==> config.mk <==
export PLATFORM = sky130hd
export DESIGN_NAME = poge_fifo
export DESIGN_NICKNAME = d
export VERILOG_FILES = /design/src/rtl/assert_macros.svh /design/src/rtl/poge_fifo.sv
export SDC_FILE = /design/constraint.sdc
export NUM_CORES = 1
export LEC_CHECK = 0
export BUFFER_PORTS_ARGS = -buffer_cell sky130_fd_sc_hd__buf_2
export CAP_MARGIN = 40
export CORE_AREA = 4 4 41 43
export DETAILED_ROUTE_END_ITERATION = 6
export DIE_AREA = 0 0 45 47
export PLACE_DENSITY = 0.4
export SLEW_MARGIN = 0
export SYNTH_ARGS = -nofsm -noshare
export SYNTH_HDL_FRONTEND = slang
export SYNTH_SLANG_ARGS = --single-unit
==> constraint.sdc <==
create_clock -name clk -period 1.7 [get_ports clk]
set_clock_uncertainty 0.15 [all_clocks]
set_input_delay 0.17 -clock clk [delete_from_list [all_inputs] [get_ports clk]]
set_output_delay 0.17 -clock clk [all_outputs]
set_load 0.02 [all_outputs]
==> src/rtl/assert_macros.svh <==
// Assertion macros shared by the RTL of the pose filter.
// Each macro expects clk and arst_n in scope of the module that uses it.
`ifndef ASSERT_MACROS_SVH
`define ASSERT_MACROS_SVH

// Property must hold at every edge outside reset.
`define ASSERT_ALWAYS(label, prop, msg) \
	label: assert property (@(posedge clk) disable iff (!arst_n) (prop)) else $error(msg);

// Same-cycle implication.
`define ASSERT_IMPLY(label, ante, cons, msg) \
	label: assert property (@(posedge clk) disable iff (!arst_n) (ante) |-> (cons)) \
		else $error(msg);

// Next-cycle implication.
`define ASSERT_NEXT(label, ante, cons, msg) \
	label: assert property (@(posedge clk) disable iff (!arst_n) (ante) |=> (cons)) \
		else $error(msg);

`endif

==> src/rtl/poge_fifo.sv <==
// Small register queue used on both sides of the pose filter engine.
// Self-contained; width and depth come from parameters.
`default_nettype none

module poge_fifo #(
	parameter int DEPTH = 2,
	parameter int W     = 1
) (
	input  logic         clk,
	input  logic         arst_n,
	input  logic         wr_en,
	input  logic [W-1:0] wr_data,
	output logic         full,
	input  logic         rd_en,
	output logic [W-1:0] rd_data,
	output logic         empty
);
	localparam int PTR_W = (DEPTH > 1) ? $clog2(DEPTH) : 1;
	localparam int CNT_W = $clog2(DEPTH + 1);

	logic [W-1:0]     slot_q [DEPTH];
	logic [PTR_W-1:0] wr_ptr_q, rd_ptr_q;
	logic [CNT_W-1:0] count_q;
	logic             do_wr, do_rd;

	assign full    = (count_q == CNT_W'(DEPTH));
	assign empty   = (count_q == '0);
	assign do_wr   = wr_en && !full;
	assign do_rd   = rd_en && !empty;
	assign rd_data = slot_q[rd_ptr_q];

	// storage
	always_ff @(posedge clk) begin
		if (do_wr) begin
			slot_q[wr_ptr_q] <= wr_data;
		end
	end

	// pointers and fill count
	always_ff @(posedge clk or negedge arst_n) begin
		if (!arst_n) begin
			wr_ptr_q <= '0;
			rd_ptr_q <= '0;
			count_q  <= '0;
		end else begin
			if (do_wr) begin
				wr_ptr_q <= (wr_ptr_q == PTR_W'(DEPTH - 1)) ? '0 : wr_ptr_q + 1'b1;
			end
			if (do_rd) begin
				rd_ptr_q <= (rd_ptr_q == PTR_W'(DEPTH - 1)) ? '0 : rd_ptr_q + 1'b1;
			end
			if (do_wr && !do_rd) begin
				count_q <= count_q + 1'b1;
			end else if (do_rd && !do_wr) begin
				count_q <= count_q - 1'b1;
			end
		end
	end

endmodule

`default_nettype wire

== After elaboration in Yosys (flattened, before gate mapping) ==
Memory sizes are Yosys's and may differ from the RTL's.
Index checks and enable logic that the tools add are counted.
W data, S select, Z words.
Cells by class
  $add $sub $neg: 4
  equal/unequal tests: 1
  multiplexer cells: 6
  reductions and logical operators: 10
Operators with widths (count)
  $logic_and A1 B1 Y1: 4
  $logic_not A1 Y1: 4
  $mux W1: 4
  $mux W2: 2
  $add A1 B1 Y1 const B: 2
  $add A2 B1 Y2 const B: 1
  $eq A2 B2 Y1 const B: 1
  $logic_not A2 Y1: 1
  $reduce_bool A2 Y1: 1
  $sub A2 B1 Y2 const B: 1
Word-level totals
  register bits after elaboration: 4
  memory bits (writable): 2
  input port bits: 5
  memories kept: 1
Memories
  slot_q: depth 2, bits a word 1, rd ports 1, clocked after memory_dff 0, wr ports 1, RTL line poge_fifo.sv:21  | logic [W-1:0] slot_q [DEPTH];

== Depth between registers and ports, before layout ==
Gate-level depths: netlist of the first run.
  depth after elaboration: 7
  gate-level depth with buffers: 7
  mapped depth without buffers: 7

== Worst setup path before layout of the first run ==
No wires, ideal clock.
  path kind: register -> register
  start: register count_q[0]
  end: register count_q[1]
  library setup time: 79 ps
  arrival: 1282 ps
  required time: 1471 ps
  setup slack: 189 ps
  stages on the path, launching flop included: 7
  buffers on the path: 0
  clock period less this slack: 1511 ps
  path through: dfrtp_1 -> nand2b_1 -> nand2_1 -> inv_1 -> ha_1 -> nor2_1 -> xor2_1
Between the ends
  word-level cells in the longest chain between the ends: 6
  elaborated cells between the ends (all ways): 15
Ends and longest elaborated chain
  start: declaration: RTL line poge_fifo.sv:23  | logic [CNT_W-1:0] count_q;
  start signal: assignment: RTL line poge_fifo.sv:53  | count_q <= count_q + 1'b1;
  start signal: assignment: RTL line poge_fifo.sv:55  | count_q <= count_q - 1'b1;
  $eq A2 B2 Y1 / $logic_not A2 Y1 (equally long branches): RTL line poge_fifo.sv:26, poge_fifo.sv:27
  $logic_not A1 Y1 (on tied branches): RTL line poge_fifo.sv:28, poge_fifo.sv:29
  $logic_and A1 B1 Y1 (on tied branches): RTL line poge_fifo.sv:28, poge_fifo.sv:29
  $logic_not A1 Y1 (on tied branches): RTL line poge_fifo.sv:54, poge_fifo.sv:52
  $logic_and A1 B1 Y1 (on tied branches): RTL line poge_fifo.sv:54, poge_fifo.sv:52
  $reduce_bool A2 Y1 (no line) / $mux W2 (equally long branches)
Several ways; a longest one is shown, not always the timed one. The select of a mux whose other input is x is not followed.
A chain may end at the register's enable or synchronous reset.

== Worst setup path in the final report of the first run ==
Same ends and word-level chain as after synthesis.

==> metrics.txt, run 1 <==
# TYPE chip_impl_metric gauge
chip_impl_metric{name="clock_tree.htree_level_count",unit=""} 1
chip_impl_metric{name="ff2ff_setup_slack",unit="ns"} 0.14
chip_impl_info{name="critical_path.reg2reg.endpoint",value="count_q[1]"} 1
chip_impl_metric{name="drive_above_1_share",unit=""} 0.3611
chip_impl_info{name="clock_tree_from_tritoncts",value="yes"} 1
chip_impl_info{name="synthMostInstantiatedCell",value="sky130_fd_sc_hd__dfrtp_1"} 1
chip_impl_info{name="yosysTopAreaCell",value="sky130_fd_sc_hd__dfrtp_1"} 1
chip_impl_info{name="slowest_stage",value="sky130_fd_sc_hd__dfrtp_1"} 1
chip_impl_metric{name="drv_cap",unit=""} 0
chip_impl_metric{name="final_period_minus_worst_setup_slack",unit="ns"} 1.556
chip_impl_metric{name="final.fill_count",unit=""} 143
chip_impl_metric{name="cts-root-to-sink-buffers",unit=""} 2
chip_impl_metric{name="timing.final.crit_share",unit=""} 0.9156
chip_impl_metric{name="post_route_setup_tns",unit="ns"} 0
chip_impl_info{name="timing.critical_path.max_delay_family",value="simple AND/OR/NAND/NOR gates"} 1
chip_impl_metric{name="numCtsBuffers",unit=""} 3
chip_impl_metric{name="vias",unit=""} 187
chip_impl_metric{name="synth_enable_flop_cells",unit=""} 2
chip_impl_metric{name="rr_worst_depth",unit=""} 6
chip_impl_metric{name="whs_path_depth",unit=""} 3
chip_impl_info{name="min_path_type",value="in -> reg"} 1
chip_impl_metric{name="critical-path-max-stage-delay",unit="ns"} 0.39
chip_impl_info{name="synth_ff_type",value="sky130_fd_sc_hd__dfrtp_1"} 1
chip_impl_metric{name="drt.antenna.violating_nets",unit=""} 0
chip_impl_metric{name="post_synth_inst_count",unit=""} 22
chip_impl_metric{name="switchingPower",unit="uW"} 258.1
chip_impl_metric{name="timing.max_slew.rel_slack",unit=""} 0.8584
chip_impl_metric{name="worst_slack",unit="ns"} 0.1435
chip_impl_metric{name="pre_cts_ws",unit="ns"} 0.1214
chip_impl_metric{name="postSynthNetCount",unit=""} 28
chip_impl_metric{name="grt.total_usage",unit=""} 0.06593
chip_impl_metric{name="grt_pass1_wl",unit="um"} 883
chip_impl_metric{name="use_met3",unit=""} 0.02299
chip_impl_metric{name="grt_util_met1",unit=""} 0.07159
chip_impl_metric{name="design.final.nets",unit=""} 43
chip_impl_metric{name="globalRouteOverflowTotal",unit=""} 0
chip_impl_metric{name="die-width",unit="um"} 45
chip_impl_metric{name="synthesis.yosys.warnings",unit=""} 0
chip_impl_metric{name="globalplace.congestion",unit=""} 0.7195
chip_impl_metric{name="synth_top_area_frac",unit=""} 0.3738
chip_impl_metric{name="detail_route.vias_per_cell",unit=""} 3.667
chip_impl_metric{name="drt_first_iter_violations",unit=""} 1
chip_impl_metric{name="fp_rows",unit=""} 13
chip_impl_metric{name="route.detailed.drc",unit=""} 0
chip_impl_metric{name="swShare",unit=""} 0.3628
chip_impl_metric{name="die-area",unit="mm^2"} 0.002115
chip_impl_metric{name="clock_latency_on_the_worst_skew_pair",unit="ns"} 0.25
chip_impl_metric{name="antenna_found_initial",unit=""} 0
chip_impl_info{name="status",value="complete, no violations"} 1
chip_impl_info{name="cp-start-kind",value="flop"} 1
chip_impl_metric{name="clockPowerShare",unit=""} 0.206
chip_impl_metric{name="cp.arrival",unit="ns"} 1.58
chip_impl_info{name="worstReg2RegStart",value="count_q[0]"} 1
chip_impl_metric{name="average_detailed_routed_wire_length_per_instance",unit="um"} 9.843
chip_impl_metric{name="port_buffers",unit=""} 7
chip_impl_metric{name="timing_max_transition_violations_final",unit=""} 0
chip_impl_info{name="hold_path_startpoint",value="wr_en"} 1
chip_impl_metric{name="pwr-share-seq",unit=""} 0.372
chip_impl_metric{name="postSynthRegisterBits",unit=""} 6
chip_impl_metric{name="synth_area",unit="um^2"} 267.8
chip_impl_metric{name="antenna_cell_count",unit=""} 0
chip_impl_metric{name="post-cts-setup-buffers",unit=""} 0
chip_impl_info{name="unrepaired_setup_endpoints_after_global_routing",value="no"} 1
chip_impl_metric{name="post_synth_num_cell_types",unit=""} 12
chip_impl_metric{name="drt_pass1_iterations",unit=""} 2
chip_impl_info{name="top_cells_by_instance_count_after_synthesis",value="4 x sky130_fd_sc_hd__dfrtp_1, 3 x sky130_fd_sc_hd__nor2_1, 3 x sky130_fd_sc_hd__xnor2_1"} 1
chip_impl_metric{name="area_delta_synth_final",unit="%"} 41.12
chip_impl_metric{name="synth_seq_area_share",unit=""} 0.5981
chip_impl_info{name="end_kind",value="flop"} 1
chip_impl_metric{name="worstMarginPinSlew",unit="ns"} 0.2110
chip_impl_metric{name="postSynth.asyncResetShare",unit=""} 0.6667
chip_impl_metric{name="chipHeight",unit="um"} 47
chip_impl_metric{name="drt_wl_total",unit="um"} 502
chip_impl_metric{name="pwr_density_cell",unit="mW/mm^2"} 1883
chip_impl_info{name="yosys-top-cells-area",value="sky130_fd_sc_hd__dfrtp_1 37%, sky130_fd_sc_hd__edfxtp_1 22%, sky130_fd_sc_hd__xnor2_1 9.8%, sky130_fd_sc_hd__xor2_1 6.5%, sky130_fd_sc_hd__ha_1 4.7%"} 1
chip_impl_info{name="worst_hold_end",value="wr_ptr_q"} 1
chip_impl_metric{name="grt_max_degree",unit=""} 5
chip_impl_info{name="layer_with_the_highest_usage",value="met4"} 1
chip_impl_metric{name="coreArea",unit="mm^2"} 0.001301
chip_impl_metric{name="report.final.hold_viol_count",unit=""} 0
chip_impl_metric{name="cellInternalPower",unit="uW"} 453.5
chip_impl_metric{name="met2_usage",unit=""} 0.08757
chip_impl_metric{name="cts.sinks",unit=""} 6
chip_impl_metric{name="critical_path.max_fanout",unit=""} 4
chip_impl_metric{name="p_leak",unit="uW"} 0.0001832
chip_impl_metric{name="synthesis.area_per_instance",unit="um^2"} 12.17
chip_impl_info{name="clock_tree.root_cell",value="sky130_fd_sc_hd__clkbuf_4"} 1
chip_impl_metric{name="critical_path_required",unit="ns"} 1.72
chip_impl_info{name="path_cells",value="nand2b_1 > nand2_2 > inv_1 > ha_1 > nor2_1 > xor2_1"} 1
chip_impl_metric{name="initial_core_util",unit=""} 0.2058
chip_impl_metric{name="worst-path-buf-inv",unit=""} 1
chip_impl_metric{name="pin_count",unit=""} 8
chip_impl_metric{name="clock_pin_slew_reported_for_the_worst_setup_and_hold_paths_after_clock_tree_synthesis",unit="ns"} 0.05
chip_impl_metric{name="first_global_vias",unit=""} 220
chip_impl_metric{name="finalSetupViolations",unit=""} 0
chip_impl_metric{name="p_comb_frac",unit=""} 0.422
chip_impl_info{name="setup.worst_path.class",value="reg -> reg"} 1
chip_impl_metric{name="vdd_ir_drop_max",unit="mV"} 0.4682
chip_impl_metric{name="clock.fmax",unit="GHz"} 0.6425
-- flip-flops by register name, indices dropped and copies added (netlist names) --
| signal | flops |
|---|---|
| rd_ptr_q | 1 |
| count_q | 2 |
| wr_ptr_q | 1 |
| slot_q | 2 |
-- metrics by stage --
stage               instances  total power (uW)  hold slack (ns)  instance area, um^2    util
floorplan                  22             474.3          -0.2756                267.8       -
global placement           45             555.5          -0.1666                329.1  0.2529
detailed placement         45             561.7          -0.1600                329.1  0.2529
CTS                        51             725.0          0.08303                375.4  0.2885
global route               51             778.6          0.05243                377.9  0.2904
finish                     51             711.6          0.05407                377.9  0.2904
-- worst max path at each step --
stage | start | end | depth (start not counted)
2_1_floorplan | count_q[0] | count_q[1] | 6
3_3_place_gp | count_q[0] | count_q[1] | 6
3_5_place_dp | count_q[0] | count_q[1] | 6
4_1_cts | count_q[0] | count_q[1] | 6
5_1_grt | count_q[0] | count_q[1] | 6
6_report | count_q[0] | count_q[1] | 6
-- repair_timing --
action | CTS | global route
setup endpoints to repair | 0 | 1
hold endpoints to repair | 6 | 0
hold buffers | 2 | 0
resized for setup | 0 | 1
-- placed cells by master, fill, tap and decap left out, types with 2 or more instances in the layout --
| master | n |
|---|---|
| sky130_fd_sc_hd__buf_2 | 7 |
| sky130_fd_sc_hd__clkbuf_4 | 3 |
| sky130_fd_sc_hd__dfrtp_1 | 4 |
| sky130_fd_sc_hd__dlygate4sd3_1 | 2 |
| sky130_fd_sc_hd__edfxtp_1 | 2 |
| sky130_fd_sc_hd__inv_1 | 2 |
| sky130_fd_sc_hd__nor2_1 | 3 |
| sky130_fd_sc_hd__xnor2_1 | 3 |
| sky130_fd_sc_hd__xor2_1 | 2 |
-- cell families (layout without fill, tap and decap cells) --
kind of cell             count (synthesis)  after routing  synth area share
buffers and inverters                    2             16           0.02805
XOR/XNOR                                 5              5            0.1636
flip-flops                               6              6            0.5982
AND/OR/NAND/NOR                          6              6            0.1028
adder cells (fa/ha/maj)                  1              1           0.04672
multiplexers                             1              1           0.04205
AO/OA/AOI/OAI                            1              1           0.01867
-- layer usage --
layer	wire, um	part of all wire	vias up
li1	-	-	99
met1	214	0.43	85
met2	258	0.51	3
met3	29	0.058	0
met4	0	0	0
met5	0	0	-
-- area by class of cell --
| class | count | area (um^2) | share of cell area |
|---|---|---|---|
| Multi-Input combinational cell | 14 | 102.6 | 0.2715 |
| Tap cell | 15 | 18.77 | 0.04967 |
| Clock buffer | 4 | 26.28 | 0.06954 |
| Inverter | 2 | 7.507 | 0.01987 |
| Timing Repair Buffer | 10 | 62.56 | 0.1656 |
| Sequential cell | 6 | 160.2 | 0.4238 |
-- worst reg2reg max path, stage by stage (launching register included) --
cell and delay [ns]:
sky130_fd_sc_hd__dfrtp_1 0.39, sky130_fd_sc_hd__nand2b_1 0.20, sky130_fd_sc_hd__nand2_2 0.11, sky130_fd_sc_hd__inv_1 0.05
sky130_fd_sc_hd__ha_1 0.29, sky130_fd_sc_hd__nor2_1 0.13, sky130_fd_sc_hd__xor2_1 0.15
-- power groups by stage --
stage,Combinational [uW],Sequential (uW),Clock (uW)
2_1_floorplan,211,263,0
3_3_place_gp,290,265,0
3_5_place_dp,295,267,0
4_1_cts,303,265,157
5_1_grt,339,275,165
6_report,300,265,147
(Power assumes the default switching activity.)
==> inputs of run 2 (changes only) <==
- MAX_ROUTING_LAYER: unset -> met4
- PLACE_DENSITY: 0.4 -> 0.47
==> run 2 against run 1 <==
Net effect:
- count of clock-buffer cells in the layout did not move
- sequential share of layout area is the same
- utilization unchanged
- cell area stayed put
- via count is 1.6% lower
- critical path type unchanged
- critical endpoint unchanged
==> metrics.txt, run 2 (synthesized netlist as in run 1, its figures left out) <==
# TYPE chip_impl_metric gauge
chip_impl_metric{name="initial_core_util",unit=""} 0.2058
chip_impl_metric{name="report.final.hold_viol_count",unit=""} 0
chip_impl_info{name="unrepaired_setup_endpoints_after_global_routing",value="no"} 1
chip_impl_metric{name="finalSetupViolations",unit=""} 0
chip_impl_metric{name="post-route-cell-area",unit="um^2"} 377.9
chip_impl_info{name="min_path_type",value="in -> reg"} 1
chip_impl_metric{name="numCtsBuffers",unit=""} 3
chip_impl_metric{name="clock_tree.htree_level_count",unit=""} 1
chip_impl_metric{name="grt.total_usage",unit=""} 0.06235
chip_impl_metric{name="globalRouteOverflowTotal",unit=""} 0
chip_impl_info{name="end_kind",value="flop"} 1
chip_impl_info{name="slowest_stage",value="sky130_fd_sc_hd__dfrtp_1"} 1
chip_impl_metric{name="clock_latency_on_the_worst_skew_pair",unit="ns"} 0.24
chip_impl_metric{name="post_route_setup_tns",unit="ns"} 0
chip_impl_metric{name="drt_wl_total",unit="um"} 471
chip_impl_metric{name="fp_rows",unit=""} 13
chip_impl_metric{name="pwr_density_cell",unit="mW/mm^2"} 1887
chip_impl_info{name="timing.critical_path.max_delay_family",value="flip-flops"} 1
chip_impl_metric{name="grt_max_degree",unit=""} 6
chip_impl_info{name="cp-start-kind",value="flop"} 1
chip_impl_metric{name="antenna_found_initial",unit=""} 0
chip_impl_metric{name="globalplace.congestion",unit=""} 0.6326
chip_impl_metric{name="placedInstanceArea",unit="um^2"} 321.6
chip_impl_metric{name="chipHeight",unit="um"} 47
chip_impl_info{name="layout.cells.most_common_list",value="7 x sky130_fd_sc_hd__buf_2, 4 x sky130_fd_sc_hd__dfrtp_1, 3 x sky130_fd_sc_hd__nor2_1, 3 x sky130_fd_sc_hd__xnor2_1, 3 x sky130_fd_sc_hd__clkbuf_4"} 1
chip_impl_info{name="cpMostUsedCell",value="sky130_fd_sc_hd__xor2_1"} 1
chip_impl_metric{name="clock.fmax",unit="GHz"} 0.6431
chip_impl_metric{name="cp.arrival",unit="ns"} 1.57
chip_impl_metric{name="drt.antenna.violating_nets",unit=""} 0
chip_impl_metric{name="cts.sinks",unit=""} 6
chip_impl_metric{name="area_delta_synth_final",unit="%"} 41.12
chip_impl_metric{name="critical_path_required",unit="ns"} 1.71
chip_impl_metric{name="vdd_ir_drop_max",unit="mV"} 0.7313
chip_impl_metric{name="route.detailed.drc",unit=""} 0
chip_impl_info{name="status",value="complete, no violations"} 1
chip_impl_metric{name="drv_cap",unit=""} 0
chip_impl_info{name="largest_registers",value="count_q x2, slot_q x2"} 1
chip_impl_metric{name="critical-path-max-stage-delay",unit="ns"} 0.43
chip_impl_metric{name="design.final.nets",unit=""} 42
chip_impl_metric{name="drive_above_1_share",unit=""} 0.3714
chip_impl_info{name="setup.worst_path.class",value="reg -> reg"} 1
chip_impl_metric{name="port_buffers",unit=""} 7
chip_impl_info{name="mostFrequentLayoutCell",value="sky130_fd_sc_hd__buf_2"} 1
chip_impl_metric{name="pin_count",unit=""} 8
chip_impl_info{name="clock_tree.root_cell",value="sky130_fd_sc_hd__clkbuf_4"} 1
chip_impl_metric{name="vias",unit=""} 184
chip_impl_metric{name="worst-path-buf-inv",unit=""} 1
chip_impl_metric{name="drt_pass1_iterations",unit=""} 2
chip_impl_metric{name="average_detailed_routed_wire_length_per_instance",unit="um"} 9.420
chip_impl_metric{name="clock_pin_slew_reported_for_the_worst_setup_and_hold_paths_after_clock_tree_synthesis",unit="ns"} 0.05
chip_impl_metric{name="critical_path.max_fanout",unit=""} 5
chip_impl_metric{name="p_leak",unit="uW"} 0.0001842
chip_impl_info{name="path_cells",value="nand2b_4 > nand2_2 > inv_1 > ha_1 > xor2_1 > nor2_1 > xor2_1"} 1
chip_impl_metric{name="drt_first_iter_violations",unit=""} 1
chip_impl_metric{name="die-width",unit="um"} 45
chip_impl_metric{name="timing_max_transition_violations_final",unit=""} 0
chip_impl_metric{name="detail_route.vias_per_cell",unit=""} 3.680
chip_impl_info{name="hold_path_startpoint",value="wr_en"} 1
chip_impl_info{name="worstReg2RegStart",value="count_q[0]"} 1
chip_impl_metric{name="worstMarginPinSlew",unit="ns"} 0.2200
chip_impl_metric{name="cts-root-to-sink-buffers",unit=""} 2
chip_impl_metric{name="grt_pass1_wl",unit="um"} 862
chip_impl_info{name="clock_tree_from_tritoncts",value="yes"} 1
chip_impl_metric{name="antenna_cell_count",unit=""} 0
chip_impl_metric{name="first_global_vias",unit=""} 198
chip_impl_metric{name="timing.max_slew.rel_slack",unit=""} 0.8524
chip_impl_info{name="crit_path_start",value="count_q[0]"} 1
chip_impl_metric{name="die-area",unit="mm^2"} 0.002115
chip_impl_metric{name="final_period_minus_worst_setup_slack",unit="ns"} 1.555
chip_impl_metric{name="coreArea",unit="mm^2"} 0.001301
chip_impl_metric{name="timing.final.crit_share",unit=""} 0.9146
[run 2: cell types whose count changed in the layout (fill, tap and decap cells not counted)]
cell / previous run / this run
sky130_fd_sc_hd__nand2b_4: 0 / 1
sky130_fd_sc_hd__nand2b_1: 1 / 0
sky130_fd_sc_hd__buf_4: 1 / 0
[run 2: tightest hold or removal path, stage by stage]
cell                      delay, ns
sky130_fd_sc_hd__buf_2         0.11
sky130_fd_sc_hd__nand2_2       0.07
sky130_fd_sc_hd__xnor2_1       0.06
[run 2: final cells by class]
class                   count  area (um^2)
repair buffers              9        55.05
multi-input cells          14        110.1
clock buffers               4        26.28
flip-flops and latches      6        160.2
inverters                   2        7.507
well taps                  15        18.77
fillers                   148        923.4
[run 2: final timing paths]
| kind | cells past startpoint | end | slack, ns |
|---|---|---|---|
| worst max-delay path | 7 | count_q[1] | 0.15 |
| worst min-delay path | 3 | wr_ptr_q | 0.06 |
| worst max register to register | 7 | count_q[1] | 0.15 |
| worst min register to register | 1 | wr_ptr_q | 0.34 |
| max in group asynchronous | 2 | count_q[1] | 1.17 |
| min in group asynchronous | 2 | rd_ptr_q | 0.11 |
[run 2: metal layers]
layer,track usage,vias up,part of all wire
met4,0.01754,0,0
met2,0.09887,6,0.47
met1,0.06005,81,0.43
li1,-,97,-
met3,0.04598,0,0.098
met5,-,-,0
[run 2: what timing repair did]
item	CTS	global route
setup buffers	0	0
hold endpoints to repair	6	0
hold buffers	2	0
endpoints found under the setup margin	0	1
resized for setup	0	2
[run 2: power breakdown]
part | switching [uW] | total, uW | internal (uW)
sequential | 63.6 | 280 | 217
combinational | 144 | 290 | 145
clock | 53.9 | 143 | 89.1
[run 2: per-stage QoR]
step	instances	utilization	setup WS (ns)	hold WS [ns]	total power, uW
6_report	50	0.2904	0.1451	0.06215	713.0
3_5_place_dp	44	0.2471	0.08870	-0.1663	545.9
2_1_floorplan	22	-	0.1892	-0.2756	474.3
3_3_place_gp	44	0.2471	0.1060	-0.1682	541.9
5_1_grt	50	0.2904	0.05415	0.09640	770.5
4_1_cts	50	0.2827	0.06555	0.09731	702.4
==> inputs of run 3 (changes only) <==
- clock period: 1.7 -> 1.9 ns (I/O delays scaled with it)
==> run 3 against run 2 <==
Net effect:
- worst hold slack improved by 0.041 ns
- cell area shrank 2.6%
- first-iteration DRC count unchanged
- worst setup slack gained 0.15 ns
- critical path depth did not move
- sequential cell count is the same
- via count up 6.0%
- register-to-register slack better by 0.15 ns
- count of clock-buffer cells in the layout stayed put
- global-route usage is 0.59 points higher
- highest routed layer is now met4
==> metrics.txt, run 3 (synthesized netlist as in run 1, its figures left out) <==
# TYPE chip_impl_metric gauge
chip_impl_metric{name="clock_pin_slew_reported_for_the_worst_setup_and_hold_paths_after_clock_tree_synthesis",unit="ns"} 0.05
chip_impl_info{name="timing.critical_path.max_delay_family",value="flip-flops"} 1
chip_impl_metric{name="coreArea",unit="mm^2"} 0.001301
chip_impl_info{name="end_kind",value="flop"} 1
chip_impl_metric{name="dp.final_hpwl",unit="um"} 370.6
chip_impl_metric{name="timing_max_transition_violations_final",unit=""} 0
chip_impl_metric{name="globalRouteOverflowTotal",unit=""} 0
chip_impl_metric{name="drt_wl_total",unit="um"} 488
chip_impl_info{name="clock_tree.root_cell",value="sky130_fd_sc_hd__clkbuf_4"} 1
chip_impl_info{name="path_cells",value="nand2b_1 > nand2_1 > inv_1 > ha_1 > xor2_1 > nor2_1 > xor2_1"} 1
chip_impl_metric{name="post_route_setup_tns",unit="ns"} 0
chip_impl_metric{name="fp_rows",unit=""} 13
chip_impl_metric{name="drt_pass1_iterations",unit=""} 2
chip_impl_metric{name="route.detailed.drc",unit=""} 0
chip_impl_metric{name="average_detailed_routed_wire_length_per_instance",unit="um"} 9.760
chip_impl_metric{name="critical_path_required",unit="ns"} 1.92
chip_impl_metric{name="grt_max_degree",unit=""} 6
chip_impl_metric{name="worstMarginPinSlew",unit="ns"} 0.2010
chip_impl_metric{name="critical_path.max_fanout",unit=""} 5
chip_impl_metric{name="chipHeight",unit="um"} 47
chip_impl_metric{name="first_global_vias",unit=""} 205
chip_impl_info{name="min_path_type",value="in -> reg"} 1
chip_impl_metric{name="wl_met3",unit="um"} 42
chip_impl_metric{name="antenna_cell_count",unit=""} 0
chip_impl_metric{name="pin_count",unit=""} 8
chip_impl_metric{name="drive_above_1_share",unit=""} 0.3143
chip_impl_metric{name="utilization",unit=""} 0.2827
chip_impl_metric{name="port_buffers",unit=""} 7
chip_impl_info{name="status",value="complete, no violations"} 1
chip_impl_metric{name="vias",unit=""} 195
chip_impl_metric{name="worst_slack",unit="ns"} 0.2937
chip_impl_metric{name="final.fill_count",unit=""} 150
chip_impl_metric{name="clock_tree.htree_level_count",unit=""} 1
chip_impl_metric{name="cts.sinks",unit=""} 6
chip_impl_info{name="clock_tree_from_tritoncts",value="yes"} 1
chip_impl_metric{name="timing.final.crit_share",unit=""} 0.8454
chip_impl_metric{name="m1WireLength",unit="um"} 213
chip_impl_metric{name="clock_latency_on_the_worst_skew_pair",unit="ns"} 0.25
chip_impl_metric{name="final_period_minus_worst_setup_slack",unit="ns"} 1.606
chip_impl_metric{name="die-area",unit="mm^2"} 0.002115
chip_impl_metric{name="cp.arrival",unit="ns"} 1.63
chip_impl_metric{name="clock.fmax",unit="GHz"} 0.6226
chip_impl_info{name="mostFrequentLayoutCell",value="sky130_fd_sc_hd__buf_2"} 1
chip_impl_metric{name="area_delta_synth_final",unit="%"} 37.38
chip_impl_metric{name="pwr_density_cell",unit="mW/mm^2"} 1680
chip_impl_info{name="cpMostUsedCell",value="sky130_fd_sc_hd__xor2_1"} 1
chip_impl_metric{name="detail_route.vias_per_cell",unit=""} 3.900
chip_impl_metric{name="die-width",unit="um"} 45
chip_impl_metric{name="critical-path-max-stage-delay",unit="ns"} 0.42
chip_impl_metric{name="globalplace.congestion",unit=""} 0.6347
chip_impl_metric{name="grt_pass1_wl",unit="um"} 869
chip_impl_metric{name="multiInputGateArea",unit="um^2"} 100.1
chip_impl_metric{name="antenna_found_initial",unit=""} 0
chip_impl_info{name="cp-start-kind",value="flop"} 1
chip_impl_metric{name="post-cts-setup-buffers",unit=""} 0
chip_impl_info{name="maxUsedRoutingLayer",value="met4"} 1
chip_impl_metric{name="initial_core_util",unit=""} 0.2058
chip_impl_metric{name="drt.antenna.violating_nets",unit=""} 0
chip_impl_metric{name="worst-path-buf-inv",unit=""} 1
chip_impl_metric{name="grt.total_usage",unit=""} 0.06826
chip_impl_info{name="slowest_stage",value="sky130_fd_sc_hd__dfrtp_1"} 1
chip_impl_metric{name="ff2ff_setup_slack",unit="ns"} 0.29
chip_impl_info{name="layout.cells.most_common_list",value="7 x sky130_fd_sc_hd__buf_2, 4 x sky130_fd_sc_hd__dfrtp_1, 3 x sky130_fd_sc_hd__nor2_1, 3 x sky130_fd_sc_hd__xnor2_1, 3 x sky130_fd_sc_hd__clkbuf_4"} 1
chip_impl_metric{name="route.met2.wl",unit="um"} 214
chip_impl_metric{name="report.final.hold_viol_count",unit=""} 0
chip_impl_info{name="unrepaired_setup_endpoints_after_global_routing",value="no"} 1
chip_impl_metric{name="numCtsBuffers",unit=""} 3
chip_impl_metric{name="design.final.nets",unit=""} 42
chip_impl_metric{name="p_leak",unit="uW"} 0.0001783
chip_impl_info{name="largest_registers",value="count_q x2, slot_q x2"} 1
chip_impl_metric{name="finalSetupViolations",unit=""} 0
chip_impl_metric{name="cts-root-to-sink-buffers",unit=""} 2
chip_impl_metric{name="pre_cts_ws",unit="ns"} 0.2976
chip_impl_metric{name="final-seq-area",unit="um^2"} 160.2
chip_impl_metric{name="timing.max_slew.rel_slack",unit=""} 0.8651
chip_impl_metric{name="drv_cap",unit=""} 0
chip_impl_metric{name="drt_first_iter_violations",unit=""} 1
chip_impl_metric{name="vdd_ir_drop_max",unit="mV"} 0.5346
chip_impl_info{name="setup.worst_path.class",value="reg -> reg"} 1
run 3: power breakdown:
part | total, uW | internal (uW) | switching [uW] | leakage [uW]
Sequential | 244 | 194 | 49.8 | 0.0000652
Combinational | 242 | 117 | 125 | 0.0000981
Clock | 132 | 80.0 | 52.4 | 0.0000150
Total | 618 | 391 | 227 | 0.000178
run 3: layout make-up:
type,instances,share of cell area
repair buffers,9,0.1497
inverters,2,0.02041
multi-input cells,14,0.2721
well taps,15,0.05102
clock buffers,4,0.07143
flip-flops and latches,6,0.4354
run 3: path summary, 6_finish.rpt:
path | startpoint | end | cells after the start
max in group asynchronous | arst_n | wr_ptr_q | 2
setup / recovery | count_q[0] | count_q[1] | 7
hold / removal | wr_en | wr_ptr_q | 3
min in group asynchronous | arst_n | rd_ptr_q | 2
setup reg to reg | count_q[0] | count_q[1] | 7
hold reg to reg | wr_ptr_q | wr_ptr_q | 1
run 3: stage by stage:
step | hold WS (ns) | cell area (um^2) | instances | power (uW)
2_1_floorplan | -0.2556 | 267.8 | 22 | 424.4
3_3_place_gp | -0.1474 | 321.6 | 44 | 482.2
3_5_place_dp | -0.1467 | 321.6 | 44 | 488.6
4_1_cts | 0.09621 | 367.9 | 50 | 635.0
5_1_grt | 0.1236 | 367.9 | 50 | 667.7
6_report | 0.1037 | 367.9 | 50 | 618.1
run 3: what timing repair did:
action / in CTS / in global routing
hold endpoints to repair: 6 / 0
hold buffers: 2 / 0
resized for setup: 0 / 0
run 3: layer usage:
metal,vias to the layer above,global-route usage
li1,96,-
met1,89,0.06279
met3,2,0.04598
met2,8,0.09040
met4,0,0.07018
met5,-,-
run 3: worst register-to-register path: stages (launching register included):
cell	delay, ns
sky130_fd_sc_hd__dfrtp_1	0.42
sky130_fd_sc_hd__nand2b_1	0.19
sky130_fd_sc_hd__nand2_1	0.12
sky130_fd_sc_hd__inv_1	0.06
sky130_fd_sc_hd__ha_1	0.18
sky130_fd_sc_hd__xor2_1	0.14
sky130_fd_sc_hd__nor2_1	0.11
sky130_fd_sc_hd__xor2_1	0.15
